File: src/hdl/kef_pkg.sv
// Package for the Kruskal edge filter: shared constants.
// No dependencies; every other file of the block imports it.
`default_nettype none

package kef_pkg;

  // Default number of vertices the union-find store can hold.
  localparam int MAX_VERTICES_DEF = 1024;

  // Vertex count in effect after reset, before clamping to the store size.
  localparam int VC_RESET = 1024;

  // Set ranks are small; they saturate at RANK_MAX.
  localparam int RANK_W = 4;
  localparam logic [RANK_W-1:0] RANK_MAX = RANK_W'(15);

  // Depth of the queues between the front, the back and the result side.
  localparam int QUEUE_DEPTH = 2;

endpackage : kef_pkg

`default_nettype wire

File: src/hdl/kef_queue.sv
// Small first-in first-out queue built from registers.
// Depends on kef_pkg for the default depth.
`default_nettype none

module kef_queue import kef_pkg::*; #(
  parameter int W     = 1,
  parameter int DEPTH = QUEUE_DEPTH
) (
  input  wire logic         clk_i,
  input  wire logic         rst_ni,
  input  wire logic         push_i,
  input  wire logic [W-1:0] data_i,
  input  wire logic         pop_i,
  output logic      [W-1:0] data_o,
  output logic              full_o,
  output logic              empty_o
);

  localparam int PW = (DEPTH > 1) ? $clog2(DEPTH) : 1;
  localparam int NW = $clog2(DEPTH + 1);

  logic [W-1:0]  mem_q [DEPTH];
  logic [PW-1:0] wr_ptr_q, wr_ptr_d;
  logic [PW-1:0] rd_ptr_q, rd_ptr_d;
  logic [NW-1:0] cnt_q, cnt_d;
  logic          do_push, do_pop;

  assign full_o  = (cnt_q == NW'(DEPTH));
  assign empty_o = (cnt_q == '0);
  assign data_o  = mem_q[rd_ptr_q];

  assign do_push = push_i & ~full_o;
  assign do_pop  = pop_i & ~empty_o;

  // Pointer and fill count updates; pointers wrap at the queue depth.
  always_comb begin
    wr_ptr_d = wr_ptr_q;
    rd_ptr_d = rd_ptr_q;
    cnt_d    = cnt_q;
    if (do_push) begin
      wr_ptr_d = (wr_ptr_q == PW'(DEPTH - 1)) ? '0 : wr_ptr_q + PW'(1);
    end
    if (do_pop) begin
      rd_ptr_d = (rd_ptr_q == PW'(DEPTH - 1)) ? '0 : rd_ptr_q + PW'(1);
    end
    case ({do_push, do_pop})
      2'b10:   cnt_d = cnt_q + NW'(1);
      2'b01:   cnt_d = cnt_q - NW'(1);
      default: cnt_d = cnt_q;
    endcase
  end

  always_ff @(posedge clk_i or negedge rst_ni) begin
    if (!rst_ni) begin
      wr_ptr_q <= '0;
      rd_ptr_q <= '0;
      cnt_q    <= '0;
    end else begin
      wr_ptr_q <= wr_ptr_d;
      rd_ptr_q <= rd_ptr_d;
      cnt_q    <= cnt_d;
    end
  end

  // Storage holds payload only and needs no reset.
  always_ff @(posedge clk_i) begin
    if (do_push) begin
      mem_q[wr_ptr_q] <= data_i;
    end
  end

endmodule : kef_queue

`default_nettype wire

File: config.mk
export PLATFORM = sky130hd
export DESIGN_NAME = kef_queue
export DESIGN_NICKNAME = d
export VERILOG_FILES = /design/src/hdl/kef_pkg.sv /design/src/hdl/kef_queue.sv
export SDC_FILE = /design/constraint.sdc
export NUM_CORES = 1
export LEC_CHECK = 0
export BUFFER_PORTS_ARGS = -buffer_cell sky130_fd_sc_hd__buf_2
export CAP_MARGIN = 20
export CORE_AREA = 8 8 45 47
export DETAILED_ROUTE_END_ITERATION = 8
export DIE_AREA = 0 0 53 55
export SLEW_MARGIN = 5
export SYNTH_ARGS = -nofsm -noshare
export SYNTH_HDL_FRONTEND = slang
export SYNTH_SLANG_ARGS = --single-unit
File: constraint.sdc
create_clock -name clk_i -period 3.1 [get_ports clk_i]
set_input_delay 0.775 -clock clk_i [delete_from_list [all_inputs] [get_ports clk_i]]
set_output_delay 0.775 -clock clk_i [all_outputs]
set_load 0.005 [all_outputs]
; After elaboration in Yosys (flattened, before gate mapping)
; Memories as Yosys holds them, arrays and structs flattened.
; Index checks and enable logic that the tools add are counted.
[classes]
bitwise = 4
eq_ne = 3
reduce_logical = 2
n_addsub = 4
muxes = 5
[ops]
columns = operator, count
row1 = $eq A2 B2 Y1 const B, 2
row2 = $mux W1, 4
row3 = $pmux W2 S2, 1
row4 = $add A1 B1 Y1 const B, 2
row5 = $add A2 B1 Y2 const B, 1
row6 = $and A1 B1 Y1, 2
row7 = $eq A2 B1 Y1 const B, 1
row8 = $logic_not A2 Y1, 1
row9 = $not A1 Y1, 2
row10 = $reduce_bool A2 Y1, 1
row11 = $sub A2 B1 Y2 const B, 1
[word_totals]
mem_bits_rw = 2
wordCells = 22
out_inout_bits = 3
reg_bits = 4
in_bits = 5
memories = 1
[mem_list]
columns = memory, words, width, read_ports, rd_ports_with_merged_regs, write_ports, line
row1 = mem_q, 2, 1, 1, 0, 1, kef_queue.sv:22  ; logic [W-1:0] mem_q [DEPTH];

; Depth between registers and ports, before layout
[depth]
depth_word = 5
depth_mapped = 6
ltp_nobuf = 6

; Least setup slack after synthesis
; No wires, ideal clock.
[synth_path]
path_type = input-to-reg
from = input port pop_i
to = register cnt_q[1]
setup_ns = 0.079
n_path_buf = 0
required_time_ns = 3.021
path_slack_ns = 1.546
t_arrival_ns = 1.475
cell_stages = 4
cell_sequence = nor2b_2 -> ha_1 -> nor2_1 -> xor2_1
[synth_via]
elab_chain_cells = 3
elab_cells_between_ends = 5
classes_between = eq/ne: 2 / mux: 1 / bitwise: 1 / reduce/logical: 1
[synth_lines]
columns = item, line
row1 = from (decl), kef_queue.sv:13  ; input wire logic pop_i,
row2 = $and A1 B1 Y1 (*), kef_queue.sv:33  ; assign do_pop = pop_i & ~empty_o;
row3 = $eq A2 B1 Y1 / $eq A2 B2 Y1 (equally long branches), kef_queue.sv:46  ; case ({do_push, do_pop})
row4 = $pmux W2 S2 / $reduce_bool A2 Y1 (equally long branches), -
row5 = to (signal assigned), kef_queue.sv:61  ; cnt_q <= cnt_d;
row6 = to (decl), kef_queue.sv:25  ; logic [NW-1:0] cnt_q, cnt_d;
; Every way passes the cells marked *; elsewhere a longest branch is shown, timed or not.
; A chain may end at the register's enable or synchronous reset.

; Worst setup path after layout
[layout_path]
from = register rd_ptr_q
to = output port data_o
[layout_via]
elab_chain_cells = 1
[layout_lines]
columns = item, line
row1 = from (decl), kef_queue.sv:24  ; logic [PW-1:0] rd_ptr_q, rd_ptr_d;
row2 = from (signal assigned), kef_queue.sv:60  ; rd_ptr_q <= rd_ptr_d;
row3 = $mem_v2 Z2 W1, -
row4 = to (decl), kef_queue.sv:14  ; output logic [W-1:0] data_o,
; No other way between the ends.

==> metrics.txt <==
worst flop-to-flop path startpoint=cnt_q[0]; RSZ-0062 raised after global routing=no; Worst Setup End Kind=output pin; Final HPWL DP=428 um; drt total wl=480 um; number of diodes=0; switch share=0.316; total gr overflow=0; IO buf count=7; largest net degree at the start of global routing=5; WL met1=180 um; Die Y=55 um; first-pass GRT wire length=786 um; outcome=finished, final reports clean; worst slew pin tran=0.163 ns; post-synthesis average cell area=12.8 um2; Cell Rows=14; Net Count, Synth=27; number of synthesized flops with an enable pin=2; slew margin rel.=0.891; antenna violations before repair=0; CTS tree=built; Wirelength per Cell=10.0 um; clock share of power=0.217; Setup TNS Final=0 ns; Final Setup Violations=0; Tot GR Track Use=0.0417; smallest hold slack=0.334 ns; synth-to-layout area growth=30.4%; R2R Setup Slk=1.74 ns; Pre-antenna DRT Iters=1; core area=0.00138 mm2; post-DR vias/cell=3.73; Initial Utilization=0.193; Leak=0.165 nW; DRT antenna net count=0; share of power burned in registers=0.419; FILL cells=161; Layout Skew=0.00321 ns; CP max FO=2; die width=53 um; post-synthesis sequential area ratio=0.598; Critical R2R Capture=cnt_q[1]; main combinational cell family by area after synthesis=XOR/XNOR gates; clock latency on the worst-skew pair=0.24 ns; Worst EP required=2.32 ns; multiplexer share of the synthesized area=0.0421; top cells by count, synth=dfrtp_1, nor2_1, xnor2_1; # resized after CTS=0; CP Data Arrival Time=1.05 ns; Peak VDD IR=0.189 mV; routability congestion estimate=0.688; Async SR Flop Fraction=0.667; prevailing post-synth register cell=dfrtp_1; simple-gate share of the synthesized area=0.136; Clock Pin Slew Worst Setup and Hold Paths=0.05 ns; XOR/XNOR Fraction of Synth Area=0.164; Synth top area share=0.374; Ports=8; cells on worst reg2reg path=5; layout net count=39; cell-internal power=0.238 mW; Yosys top cell by area=dfrtp_1; Area contributors post-synth=dfrtp_1, edfxtp_1, xnor2_1, xor2_1, ha_1; max frequency=547 MHz; Setup CP Type=flip-flop to output pin; crit path time final=1.83 ns; final hold violations=0; share of layout cells above drive strength 1=0.375; Synth Cell Area=268 um2; clock sink total=6; CTS buffer count=3; Via Count=179; uppermost layer routed=met3; postcts setup bufs=0; library cells used by synthesis=12; Comb power frac=0.364; most frequent cell after synthesis=dfrtp_1; vias in the first global route=196; overall die area=0.00292 mm2; register bit total from synthesis=6; Yosys Warn Count=0; met2 wire length=223 um; Hold-fix buffers, CTS=0; Residual DRC=0; compound-gate portion of the synthesized area=0; initial drt markers=0; Worst Hold Class=input pin to asynchronous set/reset pin; fin crit share=0.590; Net Sw Power=0.110 mW; Bufs on Longest Clock Path=2; Max Cap Viol=0; clk root buf=clkbuf_4; Final Slew Violations=0; pwr dens=996 mW/mm2; Synth Area in Adders=0.0467; Met3 Wirelength=76 um; htree depth=1; post-synthesis cell count=21; Worst setup SP type=flip-flop
-- critical path, stage by stage (launching register included) --
cell	delay (ns)
dfrtp_1	0.36
mux2_2	0.33
buf_2	0.12
-- layer usage --
metal,track usage,up-vias
met4,0.0259,0
met3,0.0428,0
li1,-,92
met2,0.0605,6
met5,0,-
met1,0.0353,81
-- flip-flops by register name, summed over array words and instances (netlist names) --
| name | flops |
|---|---|
| mem_q | 2 |
| cnt_q | 2 |
| wr_ptr_q | 1 |
| rd_ptr_q | 1 |
-- stage by stage --
step / instances / power, mW / instance area [um2] / util / setup WS (ns)
global route: 48 / 0.388 / 349 / 0.252 / 1.21
global placement: 44 / 0.274 / 323 / 0.233 / 1.43
detailed placement: 44 / 0.278 / 323 / 0.233 / 1.41
finish: 48 / 0.348 / 349 / 0.252 / 1.27
CTS: 48 / 0.358 / 349 / 0.252 / 1.25
floorplan: 21 / 0.237 / 268 / - / 1.55
-- logic make-up after synthesis --
logic type / count (synthesis)
flip-flops: 6
multiplexers: 1
AND/OR/NAND/NOR: 7
buffers and inverters: 1
adder cells (fa/ha/maj): 1
XOR/XNOR: 5
-- worst max-delay path by stage --
stage / cells after the start / endpoint / slack, ns / startpoint
global route: 2 / data_o / 1.21 / rd_ptr_q
global placement: 5 / cnt_q[1] / 1.43 / pop_i
CTS: 2 / data_o / 1.25 / rd_ptr_q
detailed placement: 5 / cnt_q[1] / 1.41 / pop_i
finish: 2 / data_o / 1.27 / rd_ptr_q
floorplan: 4 / cnt_q[1] / 1.55 / pop_i
-- final cells by class --
cell class / instances / area (um2) / area share
Inverter: 1 / 3.75 / 0.0108
Timing Repair Buffer: 7 / 35.0 / 0.100
Tap cell: 16 / 20.0 / 0.0573
Sequential cell: 6 / 160 / 0.459
Clock buffer: 4 / 26.3 / 0.0753
Multi-Input combinational cell: 14 / 104 / 0.297
-- power by group through the flow --
stage | Clock [mW] | Combinational [mW] | Sequential [mW]
floorplan | 0 | 0.0952 | 0.142
global placement | 0 | 0.126 | 0.148
detailed placement | 0 | 0.130 | 0.148
CTS | 0.0801 | 0.131 | 0.147
global route | 0.0867 | 0.149 | 0.152
finish | 0.0755 | 0.127 | 0.146
-- cell usage in the layout, fill, tap and decap left out --
cell / n
buf_2: 7
dfrtp_1: 4
nor2_1: 3
xnor2_1: 3
clkbuf_4: 3
xor2_1: 2
edfxtp_1: 2
nand2b_1: 1
inv_1: 1
mux2_2: 1
nand2_1: 1
and3_1: 1
nor2b_2: 1
ha_1: 1
clkbuf_1: 1
(Power assumes the default switching activity.)
