[config.mk]
export PLATFORM = sky130hd
export DESIGN_NAME = kef_front
export DESIGN_NICKNAME = d
export VERILOG_FILES = /design/src/hdl/kef_pkg.sv /design/src/hdl/kef_queue.sv /design/src/hdl/kef_front.sv
export SDC_FILE = /design/constraint.sdc
export NUM_CORES = 1
export LEC_CHECK = 0
export BUFFER_PORTS_ARGS = -buffer_cell sky130_fd_sc_hd__buf_2
export CAP_MARGIN = 15
export CORE_MARGIN = 2
export CORE_UTILIZATION = 45
export DETAILED_ROUTE_END_ITERATION = 8
export PLACE_DENSITY = 0.7
export SYNTH_ARGS = -nofsm -noshare
export SYNTH_HDL_FRONTEND = slang
export SYNTH_HIERARCHICAL = 1
export SYNTH_SLANG_ARGS = --single-unit
[constraint.sdc]
create_clock -name clk_i -period 3 [get_ports clk_i]
set_input_delay 0.15 -clock clk_i [delete_from_list [all_inputs] [get_ports clk_i]]
set_output_delay 0.15 -clock clk_i [all_outputs]
set_load 0.005 [all_outputs]
[src/hdl/kef_pkg.sv]
// Package for the Kruskal edge filter: shared constants.
// No dependencies; every other file of the block imports it.
`default_nettype none

package kef_pkg;

  // Default number of vertices the union-find store can hold.
  localparam int MAX_VERTICES_DEF = 1024;

  // Vertex count in effect after reset, before clamping to the store size.
  localparam int VC_RESET = 1024;

  // Set ranks are small; they saturate at RANK_MAX.
  localparam int RANK_W = 4;
  localparam logic [RANK_W-1:0] RANK_MAX = RANK_W'(15);

  // Depth of the queues between the front, the back and the result side.
  localparam int QUEUE_DEPTH = 2;

endpackage : kef_pkg

`default_nettype wire

[src/hdl/kef_queue.sv]
// Small first-in first-out queue built from registers.
// Depends on kef_pkg for the default depth.
`default_nettype none

module kef_queue import kef_pkg::*; #(
  parameter int W     = 1,
  parameter int DEPTH = QUEUE_DEPTH
) (
  input  wire logic         clk_i,
  input  wire logic         rst_ni,
  input  wire logic         push_i,
  input  wire logic [W-1:0] data_i,
  input  wire logic         pop_i,
  output logic      [W-1:0] data_o,
  output logic              full_o,
  output logic              empty_o
);

  localparam int PW = (DEPTH > 1) ? $clog2(DEPTH) : 1;
  localparam int NW = $clog2(DEPTH + 1);

  logic [W-1:0]  mem_q [DEPTH];
  logic [PW-1:0] wr_ptr_q, wr_ptr_d;
  logic [PW-1:0] rd_ptr_q, rd_ptr_d;
  logic [NW-1:0] cnt_q, cnt_d;
  logic          do_push, do_pop;

  assign full_o  = (cnt_q == NW'(DEPTH));
  assign empty_o = (cnt_q == '0);
  assign data_o  = mem_q[rd_ptr_q];

  assign do_push = push_i & ~full_o;
  assign do_pop  = pop_i & ~empty_o;

  // Pointer and fill count updates; pointers wrap at the queue depth.
  always_comb begin
    wr_ptr_d = wr_ptr_q;
    rd_ptr_d = rd_ptr_q;
    cnt_d    = cnt_q;
    if (do_push) begin
      wr_ptr_d = (wr_ptr_q == PW'(DEPTH - 1)) ? '0 : wr_ptr_q + PW'(1);
    end
    if (do_pop) begin
      rd_ptr_d = (rd_ptr_q == PW'(DEPTH - 1)) ? '0 : rd_ptr_q + PW'(1);
    end
    case ({do_push, do_pop})
      2'b10:   cnt_d = cnt_q + NW'(1);
      2'b01:   cnt_d = cnt_q - NW'(1);
      default: cnt_d = cnt_q;
    endcase
  end

  always_ff @(posedge clk_i or negedge rst_ni) begin
    if (!rst_ni) begin
      wr_ptr_q <= '0;
      rd_ptr_q <= '0;
      cnt_q    <= '0;
    end else begin
      wr_ptr_q <= wr_ptr_d;
      rd_ptr_q <= rd_ptr_d;
      cnt_q    <= cnt_d;
    end
  end

  // Storage holds payload only and needs no reset.
  always_ff @(posedge clk_i) begin
    if (do_push) begin
      mem_q[wr_ptr_q] <= data_i;
    end
  end

endmodule : kef_queue

`default_nettype wire

[src/hdl/kef_front.sv]
// Front part of the edge filter: accepts edges, flags bad endpoints and
// queues them for the back part. Depends on kef_pkg and kef_queue.
`default_nettype none

module kef_front import kef_pkg::*; #(
  parameter int VW = 10,
  parameter int CW = 11
) (
  input  wire logic          clk_i,
  input  wire logic          rst_ni,
  input  wire logic          push_i,
  output logic               full_o,
  input  wire logic [VW-1:0] vertex_a_i,
  input  wire logic [VW-1:0] vertex_b_i,
  input  wire logic [CW-1:0] vertex_count_i,
  input  wire logic          clearing_i,
  input  wire logic          item_pop_i,
  output logic               item_valid_o,
  output logic      [VW-1:0] item_a_o,
  output logic      [VW-1:0] item_b_o,
  output logic               item_bad_o
);

  logic          bad;
  logic          q_full, q_empty;
  logic [2*VW:0] q_wdata, q_rdata;

  // An endpoint at or above the vertex count makes the edge bad.
  assign bad = ({1'b0, vertex_a_i} >= vertex_count_i) |
               ({1'b0, vertex_b_i} >= vertex_count_i);

  assign q_wdata = {bad, vertex_b_i, vertex_a_i};

  // No edge is taken while the store is being cleared.
  assign full_o = q_full | clearing_i;

  kef_queue #(
    .W     (2 * VW + 1),
    .DEPTH (QUEUE_DEPTH)
  ) u_edge_queue (
    .clk_i   (clk_i),
    .rst_ni  (rst_ni),
    .push_i  (push_i & ~clearing_i),
    .data_i  (q_wdata),
    .pop_i   (item_pop_i),
    .data_o  (q_rdata),
    .full_o  (q_full),
    .empty_o (q_empty)
  );

  assign item_valid_o = ~q_empty;
  assign item_a_o     = q_rdata[VW-1:0];
  assign item_b_o     = q_rdata[2*VW-1:VW];
  assign item_bad_o   = q_rdata[2*VW];

endmodule : kef_front

`default_nettype wire

# After elaboration in Yosys (flattened, before gate mapping)
# Memory sizes are Yosys's and may differ from the RTL's.
# Cells that the tools add are included.
[classes] n_addsub=4 order_cmp=2 n_eq_ne=3 n_mux=5 bitwise=8 reduce_logical=2
[op_table] cell="greater-or-equal comparator 10 x 11 -> 1 bit" n=2
[op_table] cell="equality test 2 bit (second input constant)" n=2
[op_table] cell="2-to-1 mux 1 bit" n=4
[op_table] cell="case mux 2 bit (2 select lines)" n=1
[op_table] cell="AND 1 bit" n=3
[op_table] cell="NOT 1 bit" n=3
[op_table] cell="adder 1 bit (second input constant)" n=2
[op_table] cell="adder 2 x 1 -> 2 bit (second input constant)" n=1
[op_table] cell="equality test 2 x 1 -> 1 bit (second input constant)" n=1
[op_table] cell="zero test 2 bit" n=1
[op_table] cell="OR 1 bit" n=2
[op_table] cell="nonzero test 2 bit" n=1
[op_table] cell="subtractor 2 x 1 -> 2 bit (second input constant)" n=1
[totals] ff_bits=4 ramBits=42 word_cells=28 mem_count=1
[mem_list] name="u_edge_queue.mem_q" depth=2 word_bits=21 rd=1 rd_ports_with_merged_regs=0 wr=1 line_no="kef_queue.sv:22" text="logic [W-1:0] mem_q [DEPTH];"

# Depth between registers and ports, before layout
[depth] word_depth=5 ltp_mapped=7

# By module
# The synthesis kept the hierarchy.
[modules_own_cells] module="kef_queue" instances=1 cells_each=83 area_per_inst_um2=1716.6 seq_area_each_um2=1361.3
[modules_own_cells] module="kef_front" instances=1 cells_each=60 area_per_inst_um2=484.2 seq_area_each_um2=0.0

# Worst setup path after synthesis
# OpenSTA, ideal clock, no wires.
[synth_path] kind="register to register" start="register u_edge_queue.cnt_q[0]" end="memory u_edge_queue/mem_q[0][0] (netlist bit) (enable)" setup_ps=399 arrival_time_ps=1539 required_ps=2601 setup_slack_ps=1063 path_stages_with_launch=4 n_path_buf=0 cell_sequence="dfrtp_1 nand2b_1 nand2_1 nor2_1"
[synth_via] elab_chain_cells=5
[synth_lines] item="start: declaration" line_no="kef_queue.sv:25" text="logic [NW-1:0] cnt_q, cnt_d;"
[synth_lines] item="start signal: assignment" line_no="kef_queue.sv:61" text="cnt_q <= cnt_d;"
[synth_lines] item="equality test 2 bit" line_no="kef_queue.sv:28" text="assign full_o = (cnt_q == NW'(DEPTH));"
[synth_lines] item="NOT 1 bit" line_no="kef_queue.sv:32" text="assign do_push = push_i & ~full_o;"
[synth_lines] item="AND 1 bit" line_no="kef_queue.sv:32"
[synth_lines] item="2-to-1 mux 1 bit" line_no="kef_queue.sv:67" text="if (do_push) begin"
[synth_lines] item="2-to-1 mux 1 bit (implied by the code)" line_no="kef_queue.sv:68" text="mem_q[wr_ptr_q] <= data_i;"
[synth_lines] item="end: declaration" line_no="kef_queue.sv:22"
# No other way between the ends.

# Final worst setup path
[layout_path] start="register u_edge_queue.rd_ptr_q" end="output item_a_o[6]"
[layout_via] elab_chain_cells=1
[layout_lines] item="start: declaration" line_no="kef_queue.sv:24" text="logic [PW-1:0] rd_ptr_q, rd_ptr_d;"
[layout_lines] item="start signal: assignment" line_no="kef_queue.sv:60" text="rd_ptr_q <= rd_ptr_d;"
[layout_lines] item="memory read (2 x 21 bit)"
[layout_lines] item="end: declaration" line_no="kef_front.sv:19" text="output logic [VW-1:0] item_a_o,"
# No other way between the ends.

==> flow_summary.toml <==
[sta]
fmax_mhz = 508
post-route-min-period_ns = 1.97
maxSlewViolCount = 0
final_hold_slack_ns = 0.0581
hold_violations = 0
max-slew-margin-rel_pct = 32.6
timing_worst_slew_pin_value_ns = 1.01
timing.clock.skew_ns = 0.00796
final.setup.tns_ns = 0
timing.final.crit_share_pct = 65.7
rsz0062_at_grt = "no"
setup_viol_count_final = 0

[clocking]
cts_setup_buffers = 0
clock-sinks = 46
tritoncts = "done"
number_of_buffers_created_by_cts = 5
clock_tree.root_cell = "clkbuf_8"
clock_insertion_delay_worst_skew_ns = 0.29
clock_tree.buffer_depth = 2
post_cts_resized = 0
cts-htree-levels = 2
clkSlewWorstSetupHoldPaths_ns = 0.09
hold_buffers = 1

[pwr]
net-switching-power_uw = 505
clock_share_of_power_pct = 24.5
combinationalPowerShare_pct = 26.5
power_density_nw_per_um2 = 688
total_power_mw = 1.85
total_leakage_power_nw = 1.14
p_sw_share_pct = 27.3
share_seq_of_total_power_pct = 49.0
power.ir.vdd_worst_mv = 0.342
internal-power_mw = 1.34

[critical_path]
timing.critical_path.fanout_max = 22
crit_path_cell_trace = "mux2_2, buf_2"
critical_path.max_stage_delay_ns = 0.96
critPathRequiredTime_ns = 2.85
critical_path.endpoint = "item_a_o[6]"
setup.reg_to_reg.worst_slack_ns = 1.17
timing.reg2reg.worst_path_depth = 2
critical_path.reg2reg.startpoint = "u_edge_queue/cnt_q[0]"
critical_path_class = "flip-flop to primary output"
worst_reg2reg_endpoint = "u_edge_queue/mem_q[1][2]"
crit_path_from = "u_edge_queue/rd_ptr_q"
max_stage_delay_cell_worst_path = "dfrtp_1"
worst_path_dominant_cell_family = "flip-flops"
startpoint_type = "flip-flop"
worstSetupEndpointType = "primary output"
critPathBufInv = 1
stages_on_worst_setup_path = 2
cp.arrival_ns = 1.82

[placement]
placed_cell_area_um2 = 2560
globalplace.congestion = 0.721
portBuffers = 58
dp.final_hpwl_mm = 2.96

[detailed_routing]
drt_first_pass_iters = 4
vias_per_cell = 4.80
drtAntennaViolNets = 0
drtIter0Drc = 57
drcViolationCount = 0
finalWirelength_mm = 3.89
wl_per_cell_um = 14.1
vias = 1326

[final_layout]
n_antenna_cell = 0
drive_above_1_share_pct = 45.0
finalInstanceArea_um2 = 2690
final_net_count = 265
area_growth_pct = 22.0

[yosys]
synth_top_area_share_pct = 57.3
synthDistinctLibCells = 29
fraction_of_the_mapped_netlist_area_in_compound_gates_pct = 4.26
post_synth_most_frequent_cells = "edfxtp_1, ha_1, mux2_2, inv_1, nor2_1"
synthCells = 143
synth-edff-count = 42
combinational_family_with_the_most_area_after_synthesis = "adder cells"
synth_top_area_cell = "edfxtp_1"
synthMuxAreaShare_pct = 10.7
synthesis.area_per_instance_um2 = 15.4
post-synth-top-count-cell = "edfxtp_1"
synth.net_count = 200
synthesis.area_um2 = 2200
synthTopCellsByArea = "edfxtp_1, ha_1, mux2_2, dfrtp_1, inv_1"
yosysWarningCount = 6
synth-adder-area-share_pct = 11.9
post_synth_and_or_nand_nor_area_fraction_pct = 5.97
synth-async-reset-ratio_pct = 8.70
ys_seq_area_share_pct = 61.9
ys_dominant_reg_cell = "edfxtp_1"
synth_xor_xnor_area_share_pct = 1.99
seq_cells_post_synth = 46

[floorplan]
row_count = 25
dieArea_um2 = 5470
ioPinCount = 59
design.core.area_um2 = 4720
fp.dieH_um = 73.9
die_x_um = 73.9
initial_utilization_pct = 46.6

[run]
drv.max_cap_violation_count = 0

[global_route]
grt_antenna_before_repair = 0
grt.overflow.total = 0
grt_pass1_wl_mm = 6.51
pin_count_of_the_biggest_net_entering_global_routing = 23
grtUsageTotal_pct = 16.1
vias_in_the_first_global_route = 1452

[min_path]
min_path_type = "input port to flip-flop"

[run_status]
run_status = "complete, no violations"
==> registers in the layout, summed over array words and instances, names as in the netlist <==
register / flops
u_edge_queue/cnt_q: 2
u_edge_queue/mem_q: 42
u_edge_queue/rd_ptr_q: 1
u_edge_queue/wr_ptr_q: 1
==> placed cells by master (no fill, tap or decap) <==
master         count
buf_2             58
nor2b_2            1
nor3_1             1
nor4_1             1
a21oi_1            3
edfxtp_1          42
xnor2_1            3
xor2_1             2
o21ai_1            1
o211ai_1           1
nor2_2             1
inv_6              1
nand2_1            3
a211oi_2           1
dfrtp_1            4
nand2b_4           1
buf_4              1
a2111oi_0          1
dlygate4sd3_1      1
mux2_2            21
o21ai_0            2
nand2b_1           2
nand4_1            1
a211oi_1           2
nor2_1             5
bufinv_16          1
and3_1             1
nor2b_1            2
or2_2              1
o31ai_2            1
clkbuf_8           5
and4b_1            2
a21o_1             1
clkinv_2           1
inv_1             13
ha_1              21
==> layer usage <==
metal	routed length, um	track usage [%]
met2	1930	27.4
met5	0	0
met4	55	5.86
met1	1670	19.3
met3	232	4.88
==> power by group through the flow <==
| stage | combinational [mW] | clock, mW | sequential (mW) |
|---|---|---|---|
| final | 0.490 | 0.453 | 0.906 |
| after global routing | 0.556 | 0.496 | 0.921 |
| after detailed placement | 0.496 | 0 | 0.925 |
| after floorplan | 0.371 | 0 | 0.860 |
| after CTS | 0.500 | 0.470 | 0.911 |
| after global placement | 0.484 | 0 | 0.914 |
==> cell type report <==
type / count / area (um^2)
fillers: 390 / 2040
flip-flops and latches: 46 / 1360
multi-input cells: 82 / 771
repair buffers: 60 / 308
well taps: 67 / 83.8
clock buffers: 5 / 68.8
inverters: 13 / 48.8
clock inverters: 3 / 43.8
==> metrics by stage <==
step | cells | setup slack [ns] | util [%]
finish | 276 | 1.03 | 56.8
global route | 276 | 0.932 | 56.8
CTS | 276 | 0.965 | 56.8
detailed placement | 267 | 1.14 | 54.3
global placement | 267 | 1.24 | 54.3
floorplan | 143 | 1.06 | -
==> how the worst min path moves through the flow <==
stage	startpoint	end	slack, ns	cells after the start
after detailed placement	rst_ni	u_edge_queue/rd_ptr_q	-0.04	1
after global routing	vertex_b_i[7]	u_edge_queue/mem_q[0][17]	0.05	1
after CTS	vertex_b_i[1]	u_edge_queue/mem_q[0][11]	0.05	1
final	vertex_b_i[1]	u_edge_queue/mem_q[0][11]	0.06	1
after floorplan	rst_ni	u_edge_queue/cnt_q[0]	-0.15	0
after global placement	rst_ni	u_edge_queue/rd_ptr_q	-0.05	1
==> kinds of logic (layout without fill, tap and decap cells) <==
kind of cell | count (synthesis) | after routing
DFF | 46 | 46
AOI/OAI and AO/OA | 13 | 13
xor gates and xnor gates | 5 | 5
and+or+nand+nor | 22 | 22
buffers and inverters | 15 | 81
adders and majority gates | 21 | 21
muxes | 21 | 21
Note: power is estimated with default switching activity, not from simulation.
